$ cat src/isb_pkg.sv
// shared types, register map and constants for the indexed sprite pixel blitter
// no dependencies; imported by every module of the block
package isb_pkg;

  // template index codes
  localparam int unsigned MAX_SPRITE_SIDE   = 64;
  localparam logic [7:0]  EYES_INDEX        = 8'd6;
  localparam logic [7:0]  TRANSPARENT_INDEX = 8'd0;
  localparam logic [7:0]  FIRST_PAL_INDEX   = 8'd1;
  localparam logic [7:0]  LAST_PAL_INDEX    = 8'd5;
  localparam int unsigned PAL_COUNT         = 5;

  localparam logic [15:0] WHITE_565  = 16'hFFFF;
  localparam logic [8:0]  FULL_LEVEL = 9'd256;
  localparam logic [10:0] COORD_LIMIT = 11'd1024;

  // register indexes, byte address is 4 * index
  localparam int unsigned ADDR_W = 5;
  localparam logic [2:0] REG_PALETTE_ONE   = 3'd0;
  localparam logic [2:0] REG_PALETTE_TWO   = 3'd1;
  localparam logic [2:0] REG_PALETTE_THREE = 3'd2;
  localparam logic [2:0] REG_PALETTE_FOUR  = 3'd3;
  localparam logic [2:0] REG_PALETTE_FIVE  = 3'd4;
  localparam logic [2:0] REG_SCREEN_WIDTH  = 3'd5;
  localparam logic [2:0] REG_SCREEN_HEIGHT = 3'd6;
  localparam logic [2:0] REG_SPRITE_WIDTH  = 3'd7;

  localparam logic [10:0] SCREEN_WIDTH_RST  = 11'd320;
  localparam logic [10:0] SCREEN_HEIGHT_RST = 11'd240;
  localparam logic [6:0]  SPRITE_WIDTH_RST  = 7'd16;

  typedef logic [PAL_COUNT-1:0][15:0] palette_t;

  typedef struct packed {
    palette_t    palette;
    logic [10:0] screen_width;
    logic [10:0] screen_height;
    logic [6:0]  sprite_width;
  } cfg_t;

  // after decode: colour chosen, column mirrored, level clamped
  typedef struct packed {
    logic [15:0]        color;
    logic [6:0]         dcol;
    logic [6:0]         reveal;
    logic [5:0]         srow;
    logic signed [10:0] origin_x;
    logic signed [10:0] origin_y;
    logic [8:0]         level;
  } dec_t;

  // after products and coordinate sums
  typedef struct packed {
    logic [7:0]         red;
    logic [7:0]         green;
    logic [7:0]         green_add;
    logic [7:0]         blue;
    logic signed [11:0] dx;
    logic signed [11:0] dy;
  } mix_t;

endpackage

$ cat src/indexed_sprite_pixel_blit_top.sv
// top level of the indexed sprite pixel blitter
// depends on isb_pkg, isb_regs, isb_decode, isb_mix and isb_emit
//
//   channel   handshake                  payload
//   texel     texel_valid / texel_stall  pixel_index .. green_level, one template pixel
//   pixel     pixel_valid / pixel_stall  pixel_x, pixel_y, pixel_color
//   config    apb: psel penable pwrite   paddr, pwdata, prdata
//
// three register stages: decode, tint products and coordinate sums, blend and clip
// texel requests pass the decode, mix and emit registers; one request per cycle unless
// pixel_stall holds the pipe; the rate is set by the stage chain, each stage holds one request
// dropped texels become bubbles at the stage that rejects them and never show
// pixel_stall backs up stage by stage; a stage with a bubble still takes a request
// synchronous reset clears all valid bits and loads the register defaults
module indexed_sprite_pixel_blit_top (
  input  logic                       clk,
  input  logic                       rst,
  // texel request
  input  logic                       texel_valid,
  output logic                       texel_stall,
  input  logic [7:0]                 pixel_index,
  input  logic [5:0]                 source_column,
  input  logic [5:0]                 source_row,
  input  logic signed [10:0]         origin_x,
  input  logic signed [10:0]         origin_y,
  input  logic                       mirror,
  input  logic [6:0]                 reveal_columns,
  input  logic [8:0]                 green_level,
  // pixel request
  output logic                       pixel_valid,
  input  logic                       pixel_stall,
  output logic [9:0]                 pixel_x,
  output logic [9:0]                 pixel_y,
  output logic [15:0]                pixel_color,
  // configuration
  input  logic                       psel,
  input  logic                       penable,
  input  logic                       pwrite,
  input  logic [isb_pkg::ADDR_W-1:0] paddr,
  input  logic [31:0]                pwdata,
  output logic [31:0]                prdata,
  output logic                       pready
);
  import isb_pkg::*;

  cfg_t cfg;
  dec_t dec_data;
  mix_t mix_data;
  logic dec_valid;
  logic dec_ready;
  logic mix_valid;
  logic mix_ready;
  logic emit_ready;

  // palette, screen geometry; user, not block, keeps stable while requests are in flight
  isb_regs u_regs (
    .clk     (clk),
    .rst     (rst),
    .psel    (psel),
    .penable (penable),
    .pwrite  (pwrite),
    .paddr   (paddr),
    .pwdata  (pwdata),
    .prdata  (prdata),
    .pready  (pready),
    .cfg     (cfg)
  );

  // stage one: colour select and template bounds
  isb_decode u_decode (
    .clk            (clk),
    .rst            (rst),
    .cfg            (cfg),
    .up_valid       (texel_valid),
    .pixel_index    (pixel_index),
    .source_column  (source_column),
    .source_row     (source_row),
    .origin_x       (origin_x),
    .origin_y       (origin_y),
    .mirror         (mirror),
    .reveal_columns (reveal_columns),
    .green_level    (green_level),
    .up_ready       (dec_ready),
    .down_ready     (mix_ready),
    .valid          (dec_valid),
    .data           (dec_data)
  );

  // stage two: reveal limit, tint multiplies, screen position
  isb_mix u_mix (
    .clk        (clk),
    .rst        (rst),
    .up_valid   (dec_valid),
    .up_data    (dec_data),
    .up_ready   (mix_ready),
    .down_ready (emit_ready),
    .valid      (mix_valid),
    .data       (mix_data)
  );

  // stage three: green blend, repack, clip; its register is the output
  isb_emit u_emit (
    .clk         (clk),
    .rst         (rst),
    .cfg         (cfg),
    .up_valid    (mix_valid),
    .up_data     (mix_data),
    .up_ready    (emit_ready),
    .down_stall  (pixel_stall),
    .valid       (pixel_valid),
    .pixel_x     (pixel_x),
    .pixel_y     (pixel_y),
    .pixel_color (pixel_color)
  );

  // stall only when every stage is full and the sink holds the result
  assign texel_stall = !dec_ready;

endmodule

$ cat src/isb_regs.sv
// configuration register file with an apb-style slave port
// depends on isb_pkg for the register map and cfg_t
module isb_regs (
  input  logic                       clk,
  input  logic                       rst,
  input  logic                       psel,
  input  logic                       penable,
  input  logic                       pwrite,
  input  logic [isb_pkg::ADDR_W-1:0] paddr,
  input  logic [31:0]                pwdata,
  output logic [31:0]                prdata,
  output logic                       pready,
  output isb_pkg::cfg_t              cfg
);
  import isb_pkg::*;

  logic [2:0] reg_index;
  logic       wr_en;

  assign reg_index = paddr[ADDR_W-1:2];
  assign wr_en     = psel && penable && pwrite;
  assign pready    = 1'b1;

  always_ff @(posedge clk) begin
    if (rst) begin
      cfg.palette       <= '0;
      cfg.screen_width  <= SCREEN_WIDTH_RST;
      cfg.screen_height <= SCREEN_HEIGHT_RST;
      cfg.sprite_width  <= SPRITE_WIDTH_RST;
    end else if (wr_en) begin
      case (reg_index)
        REG_PALETTE_ONE:   cfg.palette[0]    <= pwdata[15:0];
        REG_PALETTE_TWO:   cfg.palette[1]    <= pwdata[15:0];
        REG_PALETTE_THREE: cfg.palette[2]    <= pwdata[15:0];
        REG_PALETTE_FOUR:  cfg.palette[3]    <= pwdata[15:0];
        REG_PALETTE_FIVE:  cfg.palette[4]    <= pwdata[15:0];
        REG_SCREEN_WIDTH:  cfg.screen_width  <= pwdata[10:0];
        REG_SCREEN_HEIGHT: cfg.screen_height <= pwdata[10:0];
        REG_SPRITE_WIDTH:  cfg.sprite_width  <= pwdata[6:0];
        default: ;
      endcase
    end
  end

  always_comb begin
    case (reg_index)
      REG_PALETTE_ONE:   prdata = {16'd0, cfg.palette[0]};
      REG_PALETTE_TWO:   prdata = {16'd0, cfg.palette[1]};
      REG_PALETTE_THREE: prdata = {16'd0, cfg.palette[2]};
      REG_PALETTE_FOUR:  prdata = {16'd0, cfg.palette[3]};
      REG_PALETTE_FIVE:  prdata = {16'd0, cfg.palette[4]};
      REG_SCREEN_WIDTH:  prdata = {21'd0, cfg.screen_width};
      REG_SCREEN_HEIGHT: prdata = {21'd0, cfg.screen_height};
      REG_SPRITE_WIDTH:  prdata = {25'd0, cfg.sprite_width};
      default:           prdata = '0;
    endcase
  end

endmodule

$ cat src/isb_decode.sv
// pipeline stage one: palette lookup, template bounds, column mirror, level clamp
// depends on isb_pkg for cfg_t, dec_t and the index codes
module isb_decode (
  input  logic                clk,
  input  logic                rst,
  input  isb_pkg::cfg_t       cfg,
  input  logic                up_valid,
  input  logic [7:0]          pixel_index,
  input  logic [5:0]          source_column,
  input  logic [5:0]          source_row,
  input  logic signed [10:0]  origin_x,
  input  logic signed [10:0]  origin_y,
  input  logic                mirror,
  input  logic [6:0]          reveal_columns,
  input  logic [8:0]          green_level,
  output logic                up_ready,
  input  logic                down_ready,
  output logic                valid,
  output isb_pkg::dec_t       data
);
  import isb_pkg::*;

  logic       is_pal;
  logic       is_eye;
  logic       col_ok;
  logic       row_ok;
  logic       keep;
  logic [6:0] scol_w;
  logic [2:0] pal_sel;
  dec_t       data_next;

  assign is_eye  = (pixel_index == EYES_INDEX) && (pixel_index != TRANSPARENT_INDEX);
  assign is_pal  = pixel_index inside {[FIRST_PAL_INDEX:LAST_PAL_INDEX]};
  assign pal_sel = 3'(pixel_index - FIRST_PAL_INDEX);
  assign scol_w  = {1'b0, source_column};
  assign col_ok  = (scol_w < cfg.sprite_width) && (32'(source_column) < MAX_SPRITE_SIDE);
  assign row_ok  = 32'(source_row) < MAX_SPRITE_SIDE;
  assign keep    = (is_eye || is_pal) && col_ok && row_ok;

  always_comb begin
    data_next.color    = is_eye ? WHITE_565 : cfg.palette[pal_sel];
    data_next.dcol     = mirror ? 7'(cfg.sprite_width - 7'd1 - scol_w) : scol_w;
    data_next.reveal   = reveal_columns;
    data_next.srow     = source_row;
    data_next.origin_x = origin_x;
    data_next.origin_y = origin_y;
    data_next.level    = (green_level > FULL_LEVEL) ? FULL_LEVEL : green_level;
  end

  assign up_ready = !valid || down_ready;

  always_ff @(posedge clk) begin
    if (rst) begin
      valid <= 1'b0;
    end else if (up_ready) begin
      valid <= up_valid && keep;
    end
  end

  always_ff @(posedge clk) begin
    if (up_ready) begin
      data <= data_next;
    end
  end

endmodule

$ cat src/isb_mix.sv
// pipeline stage two: reveal limit, tint products, screen coordinate sums
// depends on isb_pkg for dec_t and mix_t
module isb_mix (
  input  logic          clk,
  input  logic          rst,
  input  logic          up_valid,
  input  isb_pkg::dec_t up_data,
  output logic          up_ready,
  input  logic          down_ready,
  output logic          valid,
  output isb_pkg::mix_t data
);
  import isb_pkg::*;

  logic [7:0]  r8;
  logic [7:0]  g8;
  logic [7:0]  b8;
  logic [8:0]  inv_level;
  logic [16:0] r_prod;
  logic [16:0] b_prod;
  logic [16:0] g_prod;
  logic        reveal_ok;
  mix_t        data_next;

  assign r8        = {up_data.color[15:11], 3'b000};
  assign g8        = {up_data.color[10:5], 2'b00};
  assign b8        = {up_data.color[4:0], 3'b000};
  assign inv_level = FULL_LEVEL - up_data.level;

  // 8 x 9 products, q1.8 scale
  assign r_prod = 17'(r8) * 17'(inv_level);
  assign b_prod = 17'(b8) * 17'(inv_level);
  assign g_prod = 17'(8'd255 - g8) * 17'(up_data.level);

  assign reveal_ok = up_data.dcol < up_data.reveal;

  always_comb begin
    data_next.red       = r_prod[15:8];
    data_next.blue      = b_prod[15:8];
    data_next.green     = g8;
    data_next.green_add = g_prod[16:9];
    data_next.dx        = 12'(up_data.origin_x) + $signed({5'd0, up_data.dcol});
    data_next.dy        = 12'(up_data.origin_y) + $signed({6'd0, up_data.srow});
  end

  assign up_ready = !valid || down_ready;

  always_ff @(posedge clk) begin
    if (rst) begin
      valid <= 1'b0;
    end else if (up_ready) begin
      valid <= up_valid && reveal_ok;
    end
  end

  always_ff @(posedge clk) begin
    if (up_ready) begin
      data <= data_next;
    end
  end

endmodule

$ cat src/isb_emit.sv
// pipeline stage three: green blend, rgb565 repack, screen clip, result register
// depends on isb_pkg for cfg_t, mix_t and COORD_LIMIT
module isb_emit (
  input  logic          clk,
  input  logic          rst,
  input  isb_pkg::cfg_t cfg,
  input  logic          up_valid,
  input  isb_pkg::mix_t up_data,
  output logic          up_ready,
  input  logic          down_stall,
  output logic          valid,
  output logic [9:0]    pixel_x,
  output logic [9:0]    pixel_y,
  output logic [15:0]   pixel_color
);
  import isb_pkg::*;

  logic [10:0] sw_lim;
  logic [10:0] sh_lim;
  logic [7:0]  g_new;
  logic        on_screen;

  assign sw_lim = (cfg.screen_width  > COORD_LIMIT) ? COORD_LIMIT : cfg.screen_width;
  assign sh_lim = (cfg.screen_height > COORD_LIMIT) ? COORD_LIMIT : cfg.screen_height;
  assign g_new  = up_data.green + up_data.green_add;

  // sign bit clear, then magnitude below the clamped screen size
  assign on_screen = !up_data.dx[11] && (up_data.dx[10:0] < sw_lim) &&
                     !up_data.dy[11] && (up_data.dy[10:0] < sh_lim);

  assign up_ready = !valid || !down_stall;

  always_ff @(posedge clk) begin
    if (rst) begin
      valid <= 1'b0;
    end else if (up_ready) begin
      valid <= up_valid && on_screen;
    end
  end

  always_ff @(posedge clk) begin
    if (up_ready) begin
      pixel_x     <= up_data.dx[9:0];
      pixel_y     <= up_data.dy[9:0];
      pixel_color <= {up_data.red[7:3], g_new[7:2], up_data.blue[7:3]};
    end
  end

endmodule

$ cat config.mk
export PLATFORM = sky130hd
export DESIGN_NAME = indexed_sprite_pixel_blit_top
export DESIGN_NICKNAME = d
export VERILOG_FILES = /design/src/isb_pkg.sv /design/src/indexed_sprite_pixel_blit_top.sv /design/src/isb_regs.sv /design/src/isb_decode.sv /design/src/isb_mix.sv /design/src/isb_emit.sv
export SDC_FILE = /design/constraint.sdc
export NUM_CORES = 1
export LEC_CHECK = 0
export BUFFER_PORTS_ARGS = -buffer_cell sky130_fd_sc_hd__buf_4
export CAP_MARGIN = 20
export CORE_ASPECT_RATIO = 0.9
export CORE_UTILIZATION = 50
export CTS_CLUSTER_SIZE = 8
export DETAILED_ROUTE_END_ITERATION = 16
export GPL_TIMING_DRIVEN = 0
export PLACE_DENSITY_LB_ADDON = 0.05
export SLEW_MARGIN = 25
export SYNTH_ARGS = -nofsm -noshare
export SYNTH_HDL_FRONTEND = slang
export SYNTH_SLANG_ARGS = --single-unit
$ cat constraint.sdc
create_clock -name clk -period 4.5 [get_ports clk]
set_clock_uncertainty 0.05 [all_clocks]
set_input_delay 0.225 -clock clk [delete_from_list [all_inputs] [get_ports clk]]
set_output_delay 0.225 -clock clk [all_outputs]
set_load 0.02 [all_outputs]
==> results.sh, run 1 <==
export IMPL_vdd_drop_max_uv=326.5
export IMPL_r2r_slack_ns=-0.08
export IMPL_end_kind="flip-flop"
export IMPL_place_congestion=0.9442
export IMPL_cts_buffers=39
export IMPL_synth_cell_types=77
export IMPL_min_period_ns=4.576
export IMPL_gr_total_overflow=0
export IMPL_rows=62
export IMPL_min_delay_path_class="input port to flip-flop"
export IMPL_worstPathMaxFanout=5
export IMPL_fin_nets=2285
export IMPL_drc=0
export IMPL_num_vias=13000
export IMPL_cts_root_buf="clkbuf_16"
export IMPL_initial_utilization_pct=51.45
export IMPL_yosysWarnings=0
export IMPL_cts_tree="built"
export IMPL_rsz0062_at_grt="yes"
export IMPL_start_kind="flip-flop"
export IMPL_synth_top_cell_area_share_pct=26.95
export IMPL_yosysSeqAreaShare_pct=40.45
export IMPL_drt_iter0_drc=836
export IMPL_yosys_top_cells_area="edfxtp_1 27%, dfxtp_1 14%, ha_1 10%, fa_1 10%, nand2_1 6.0%"
export IMPL_io_buffers=129
export IMPL_ys_ff_latch=261
export IMPL_min_period_over_period_pct=101.7
export IMPL_final_max_slew_violation_count=0
export IMPL_antenna_found_initial=0
export IMPL_core_area_sq_um=32270
export IMPL_p_int_mw=5.172
export IMPL_numClockSinks=261
export IMPL_pin_count=174
export IMPL_power_density_nw_per_um2=344.3
export IMPL_worst_pin_slew_ns=0.6673
export IMPL_detail_route_first_pass_iterations=5
export IMPL_synth_flop_cell="edfxtp_1"
export IMPL_clock_latency_ns=0.54
export IMPL_yosys_area_top_type="edfxtp_1"
export IMPL_yosys_cell_count_top_type="nand2_1"
export IMPL_setup_viol=3
export IMPL_pre_cts_slack_ns=-0.7892
export IMPL_path_class="flip-flop to flip-flop"
export IMPL_async_reset_ff_share_pct=0
export IMPL_worstPathArrival_ns=4.79
export IMPL_syn_area_per_cell_sq_um=10.09
export IMPL_track_usage_pct=26.79
export IMPL_synth_edf_count=149
export IMPL_drive_gt1_share_pct=21.48
export IMPL_leakage_nw=9.151
export IMPL_cp_required_ns=4.72
export IMPL_grt_pass1_wl_um=70260
export IMPL_place_hpwl_um=32900
export IMPL_clk_pin_slew_ns=0.05
export IMPL_pwr_share_clk_pct=37.0
export IMPL_grt_max_degree=35
export IMPL_max_freq_mhz=218.5
export IMPL_vias_per_cell=5.429
export IMPL_synth_commonest_cells="266 x nand2_1, 157 x inv_1, 149 x edfxtp_1, 143 x a21oi_1, 136 x ha_1"
export IMPL_grt_pass1_vias=12840
export IMPL_drt_total_wl_um=45350
export IMPL_outcome="finished with violations"
export IMPL_fp_dieW_um=194.1
export IMPL_comb_power_share_pct=24.1
export IMPL_hold_viol_final=0
export IMPL_p_sw_mw=2.071
export IMPL_dieArea_sq_um=33940
export IMPL_violations="setup timing"
export IMPL_p_sw_share_pct=28.60
export IMPL_die_h_um=174.9
export IMPL_h_tree_depth=2
export IMPL_clockBufferDepth=3
export IMPL_p_seq_share_pct=38.9
export IMPL_finalPower_mw=7.243
export IMPL_cap_violations=0
export IMPL_wire_per_inst_um=18.93
export IMPL_synthToLayoutAreaGrowth_pct=26.69
export IMPL_ant_nets=0
export IMPL_netlist_instances=1646
export IMPL_n_antenna_cell=0
export IMPL_syn_area_sq_um=16600
export IMPL_setup_slack_ns=-0.07594
export IMPL_max_slew_margin_pct=55.35
## flip-flops by register name (all words and copies together), names as in the netlist
name                count
u_emit.pixel_x         10
u_mix.data             46
u_emit.pixel_y         10
u_regs.cfg            109
u_emit.valid            1
u_decode.valid          1
u_mix.valid             1
u_emit.pixel_color     16
u_decode.data          67
## power groups by stage
stage,combinational [mW],sequential [mW],clock [mW]
after floorplan,0.899,2.92,0
after global placement,1.37,2.87,0
after detailed placement,1.41,2.87,0
after CTS,1.58,2.82,2.73
after global routing,1.95,2.83,2.82
final,1.75,2.82,2.68
## layer usage
metal  GRT usage, %  wire length (um)  vias to the layer above
met5              0                 0                        -
met4          8.664              1350                        0
met3          4.169              2621                       81
met2          44.60             21620                      431
met1          35.89             19750                     6289
li1               -                 -                     6202
## stage by stage
stage	setup TNS (ns)	std cells	hold slack, ns	util, %	area (sq um)
floorplan	0	1661	0.2739	-	16720
global placement	-34.55	2206	0.3530	56.44	18210
detailed placement	-6.644	2214	0.3544	56.82	18340
CTS	-0.01329	2376	0.001134	63.92	20630
global route	-1.168	2395	0.01266	65.18	21040
finish	-0.1612	2395	0.01124	65.18	21040
## worst paths after layout
path                    startpoint                     to  cells past startpoint
hold / removal      green_level[8]       u_decode.data[8]                      2
setup / recovery  u_decode.data[2]         u_mix.data[54]                     20
setup reg to reg  u_decode.data[2]         u_mix.data[54]                     20
hold reg to reg     u_mix.data[29]  u_emit.pixel_color[2]                      0
## worst max-delay path, stage by stage, from the launching register on
cell and delay, ns:
edfxtp_1 0.45, inv_2 0.11, ha_4 0.12, nor2b_4 0.20
buf_6 0.14, nand2_8 0.06, xnor2_4 0.17, and2_4 0.18
fa_1 0.54, inv_2 0.04, fa_1 0.51, inv_2 0.04
fa_1 0.55, ha_4 0.23, nand3_2 0.08, nand2_1 0.05
a41o_1 0.24, buf_6 0.13, o21a_1 0.18, nor2_1 0.11
xnor2_1 0.10
## cells in the final DEF, fill, tap and decap left out, types with 8 or more instances in the layout
cell and count:
a21o_1 9, a21oi_1 139, a221o_1 17, and2_1 47, buf_2 28, buf_4 208, buf_6 20, clkbuf_1 38
clkbuf_16 39, conb_1 17, dfxtp_1 112, dlygate4sd3_1 55, edfxtp_1 149, fa_1 83, ha_1 122, ha_4 14
inv_1 143, inv_2 14, mux2i_1 28, mux4_2 19, nand2_1 264, nand2b_1 28, nand3_1 18, nor2_1 89
nor2b_1 20, nor3_1 8, o21ai_0 30, o22ai_1 8, xnor2_1 33, xor2_1 13
## repair_timing
| action | in CTS | in global routing |
|---|---|---|
| resized for setup | 40 | 57 |
| endpoints found under the setup margin | 16 | 13 |
| hold buffers | 55 | 0 |
| hold endpoints to repair | 99 | 0 |
| pin swaps | 34 | 63 |
| buffers inserted | 54 | 20 |
## cell type report
cell class	count	area, sq um
fillers	2555	11240
multi-input cells	1155	9404
flip-flops and latches	261	6716
repair buffers	265	2241
clock buffers	53	1049
inverters	161	615.6
well taps	416	520.5
plain buffers	79	430.4
clock inverters	5	58.81
## kinds of logic (layout without fill, tap and decap cells)
group           Yosys count  count (layout)  share of synthesized area, %
compound gates          275             275                         10.25
xor+xnor                 55              55                         3.105
fa+ha+maj               220             220                         20.38
buf+inv                 245             563                         6.292
flops                   261             261                         40.45
mux                      48              48                         4.333
other cells               2              17                       0.04523
simple gates            540             540                         15.15
Note: power is estimated with default switching activity, not from simulation.
==> run 2: changes to the inputs <==
Settings changed: ABC_AREA from default to 1.
Clock period 4.5 ns to 3.68 ns, I/O delays scaled along.
==> run 2 against run 1 <==
The run still ends with setup timing left. Via count grew 9.2%. First-iteration DRC count grew 41%. Worst setup slack lost 0.40 ns. Sequential share of layout area shrank 0.59 points. Global-route usage grew 0.32 points. Flip-flop and latch count is the same. Clock power grew 24%. Fmax grew 10%. Power grew 47%. Non-clock buffer count grew 16. Hold slack gained 0.0029 ns. Critical path depth shrank 4. Largest cell class unchanged. Largest power group is now combinational cells. Highest routed layer unchanged.
==> results.sh, run 2 <==
export IMPL_outcome="finished with violations"
export IMPL_violations="setup timing"
export IMPL_drt_iter0_drc=1180
export IMPL_largest_register_ffs=109
export IMPL_synthAdderAreaFrac_pct=20.49
export IMPL_setup_slack_ns=-0.4769
export IMPL_r2r_end="u_mix.data[53]"
export IMPL_rows=62
export IMPL_p_seq_share_pct=34.1
export IMPL_yosys_area_top_type="edfxtp_1"
export IMPL_mostFrequentLayoutCell="inv_1"
export IMPL_p_int_mw=7.155
export IMPL_largest_register="u_regs.cfg"
export IMPL_path_class="flip-flop to flip-flop"
export IMPL_synth_edf_count=149
export IMPL_worst_pin_slew_ns=0.7034
export IMPL_die_h_um=174.4
export IMPL_yosysSeqAreaShare_pct=40.67
export IMPL_whs_endpoint="u_decode.data[45]"
export IMPL_yosys_top_cells_area="edfxtp_1 27%, dfxtp_1 14%, ha_1 10%, fa_1 10%, inv_1 6.6%"
export IMPL_place_congestion=0.9300
export IMPL_ys_ff_latch=261
export IMPL_top_regs="u_regs.cfg x109, u_decode.data x67, u_mix.data x46"
export IMPL_r2r_start="u_decode.data[0]"
export IMPL_cap_violations=0
export IMPL_async_reset_ff_share_pct=0
export IMPL_antenna_found_initial=0
export IMPL_clk_pin_slew_ns=0.06
export IMPL_drc=0
export IMPL_clock_latency_ns=0.55
export IMPL_synth_flop_cell="edfxtp_1"
export IMPL_pin_count=174
export IMPL_grt_max_degree=40
export IMPL_synth_simple_gate_area_share_pct=13.75
export IMPL_vias_per_cell=5.389
export IMPL_final_cell_mix="257 x inv_1, 228 x buf_4, 219 x nand2_1"
export IMPL_pwr_share_clk_pct=31.1
export IMPL_n_antenna_cell=0
export IMPL_synth_top_cell_area_share_pct=27.10
export IMPL_track_usage_pct=27.11
export IMPL_synth_commonest_cells="290 x inv_1, 248 x nand2_1, 217 x nor2_1, 153 x o21ai_0, 149 x edfxtp_1"
export IMPL_start_kind="flip-flop"
export IMPL_cp_required_ns=3.93
export IMPL_min_period_ns=4.157
export IMPL_worstPathArrival_ns=4.40
export IMPL_num_vias=14200
export IMPL_comb_power_share_pct=34.8
export IMPL_grt_pass1_vias=13590
export IMPL_synth_cell_types=46
export IMPL_synth_xor_area_share_pct=2.387
export IMPL_p_sw_share_pct=32.97
export IMPL_wire_per_inst_um=17.43
export IMPL_drive_gt1_share_pct=21.15
export IMPL_max_slew_margin_pct=53.11
export IMPL_fin_nets=2519
export IMPL_detail_route_first_pass_iterations=6
export IMPL_synth_area_mux_share_pct=0
export IMPL_dieArea_sq_um=33760
export IMPL_setup_viol=16
export IMPL_worstHoldStart="source_column[1]"
export IMPL_core_area_sq_um=32190
export IMPL_min_path_cells=3
export IMPL_drt_total_wl_um=45920
export IMPL_vdd_drop_max_uv=395.3
export IMPL_min_period_over_period_pct=113.0
export IMPL_place_hpwl_um=32960
export IMPL_hold_viol_final=0
export IMPL_h_tree_depth=2
export IMPL_min_delay_path_class="input port to flip-flop"
export IMPL_max_freq_mhz=240.6
export IMPL_synth_compound_area_share_pct=13.65
export IMPL_cts_root_buf="clkbuf_16"
export IMPL_synthToLayoutAreaGrowth_pct=29.77
export IMPL_yosys_cell_count_top_type="inv_1"
export IMPL_synth_top_family_by_area="adder cells"
export IMPL_syn_area_sq_um=16510
export IMPL_io_buffers=137
export IMPL_r2r_cells=16
export IMPL_r2r_slack_ns=-0.48
export IMPL_fp_dieW_um=193.6
export IMPL_leakage_nw=9.793
export IMPL_initial_utilization_pct=51.29
export IMPL_p_sw_mw=3.519
export IMPL_pre_cts_slack_ns=-0.7802
export IMPL_cts_tree="built"
export IMPL_worstPathMaxFanout=8
export IMPL_cts_buffers=39
export IMPL_netlist_instances=1846
export IMPL_rsz0062_at_grt="yes"
export IMPL_final_max_slew_violation_count=0
export IMPL_syn_area_per_cell_sq_um=8.945
export IMPL_numClockSinks=261
export IMPL_power_density_nw_per_um2=498.1
export IMPL_grt_pass1_wl_um=71700
export IMPL_ant_nets=0
export IMPL_gr_total_overflow=0
export IMPL_holdWs_ns=0.01411
export IMPL_yosysWarnings=0
export IMPL_end_kind="flip-flop"
export IMPL_clockBufferDepth=3
==> run 2: cell count changes in the layout (fill, tap and decap cells not counted), moves of 22 or more <==
cell / change
o21ai_0: +116
nand2_1: -45
mux2i_1: -28
nand3_1: +34
nand2b_1: -28
inv_1: +114
inv_2: +22
nor2_1: +101
and2_1: -47
==> run 2: routing by layer <==
metal	vias to the layer above	GRT usage [%]	share of wire [%]	wire [um]
met5	-	0	0	0
met4	0	8.167	2.7	1237
met3	92	4.055	6.9	3173
met2	505	45.05	47	21720
met1	6786	36.65	43	19790
li1	6812	-	-	-
==> run 2: kinds of logic (layout without fill, tap and decap cells) <==
| family | after synthesis | after routing |
|---|---|---|
| buffers and inverters | 368 | 725 |
| XOR/XNOR | 45 | 45 |
| AND/OR/NAND/NOR | 556 | 556 |
| AO/OA/AOI/OAI | 394 | 394 |
| adder cells (fa/ha/maj) | 220 | 220 |
| flip-flops | 261 | 261 |
| other | 2 | 17 |
==> run 2: critical path, cell delays in order, from the launching register on <==
cell      delay (ns)
edfxtp_1        0.48
inv_2           0.13
ha_4            0.20
nand3_4         0.11
xor2_4          0.16
buf_12          0.15
nor2_4          0.08
fa_1            0.44
fa_1            0.49
fa_1            0.56
ha_4            0.22
a21oi_2         0.11
o21a_1          0.17
nand2_2         0.07
a21o_1          0.20
buf_4           0.14
xor2_1          0.13
==> run 2: per-stage QoR <==
step	instance area, sq um	instances	TNS [ns]	total power [mW]	utilization, %
final	21430	2634	-6.007	10.67	66.56
after CTS	21110	2616	-5.187	10.49	65.57
after global routing	21430	2634	-8.468	11.25	66.56
after global placement	18510	2414	-73.54	6.623	57.50
after floorplan	16960	1861	-2.938	5.827	-
after detailed placement	18610	2420	-8.635	6.677	57.80
==> run 2: area by class of cell <==
type	count	area (sq um)
buffer	65	360.3
clock buffer	58	1057
clock inverter	5	68.82
fill	2588	10760
inverter	302	1151
multi-input combinational	1232	9080
sequential	261	6716
tap	416	520.5
timing repair buffer	295	2475
==> run 2: worst max-delay path by stage <==
| stage | start | end | slack (ns) | cells after the start |
|---|---|---|---|---|
| floorplan | u_decode.data[1] | u_mix.data[30] | -0.36 | 19 |
| global placement | u_emit.valid | u_decode.data[3] | -0.97 | 1 |
| detailed placement | u_decode.data[2] | u_mix.data[31] | -0.78 | 19 |
| CTS | u_decode.data[0] | u_mix.data[55] | -0.42 | 18 |
| global route | u_decode.data[0] | u_mix.data[31] | -0.64 | 19 |
| finish | u_decode.data[0] | u_mix.data[53] | -0.48 | 16 |
==> run 2: what timing repair did <==
item / 4_1_cts / 5_1_grt
pin swaps: 59 / 31
endpoints found under the setup margin: 16 / 16
hold endpoints to repair: 146 / 0
hold buffers: 68 / 0
setup buffers: 66 / 19
resized for setup: 54 / 45
==> run 2: power by group through the flow <==
stage	logic, mW	clock network (mW)	registers [mW]
global placement	2.91	0	3.71
global route	4.09	3.49	3.67
CTS	3.48	3.36	3.65
finish	3.71	3.32	3.64
detailed placement	2.96	0	3.71
floorplan	2.03	0	3.80
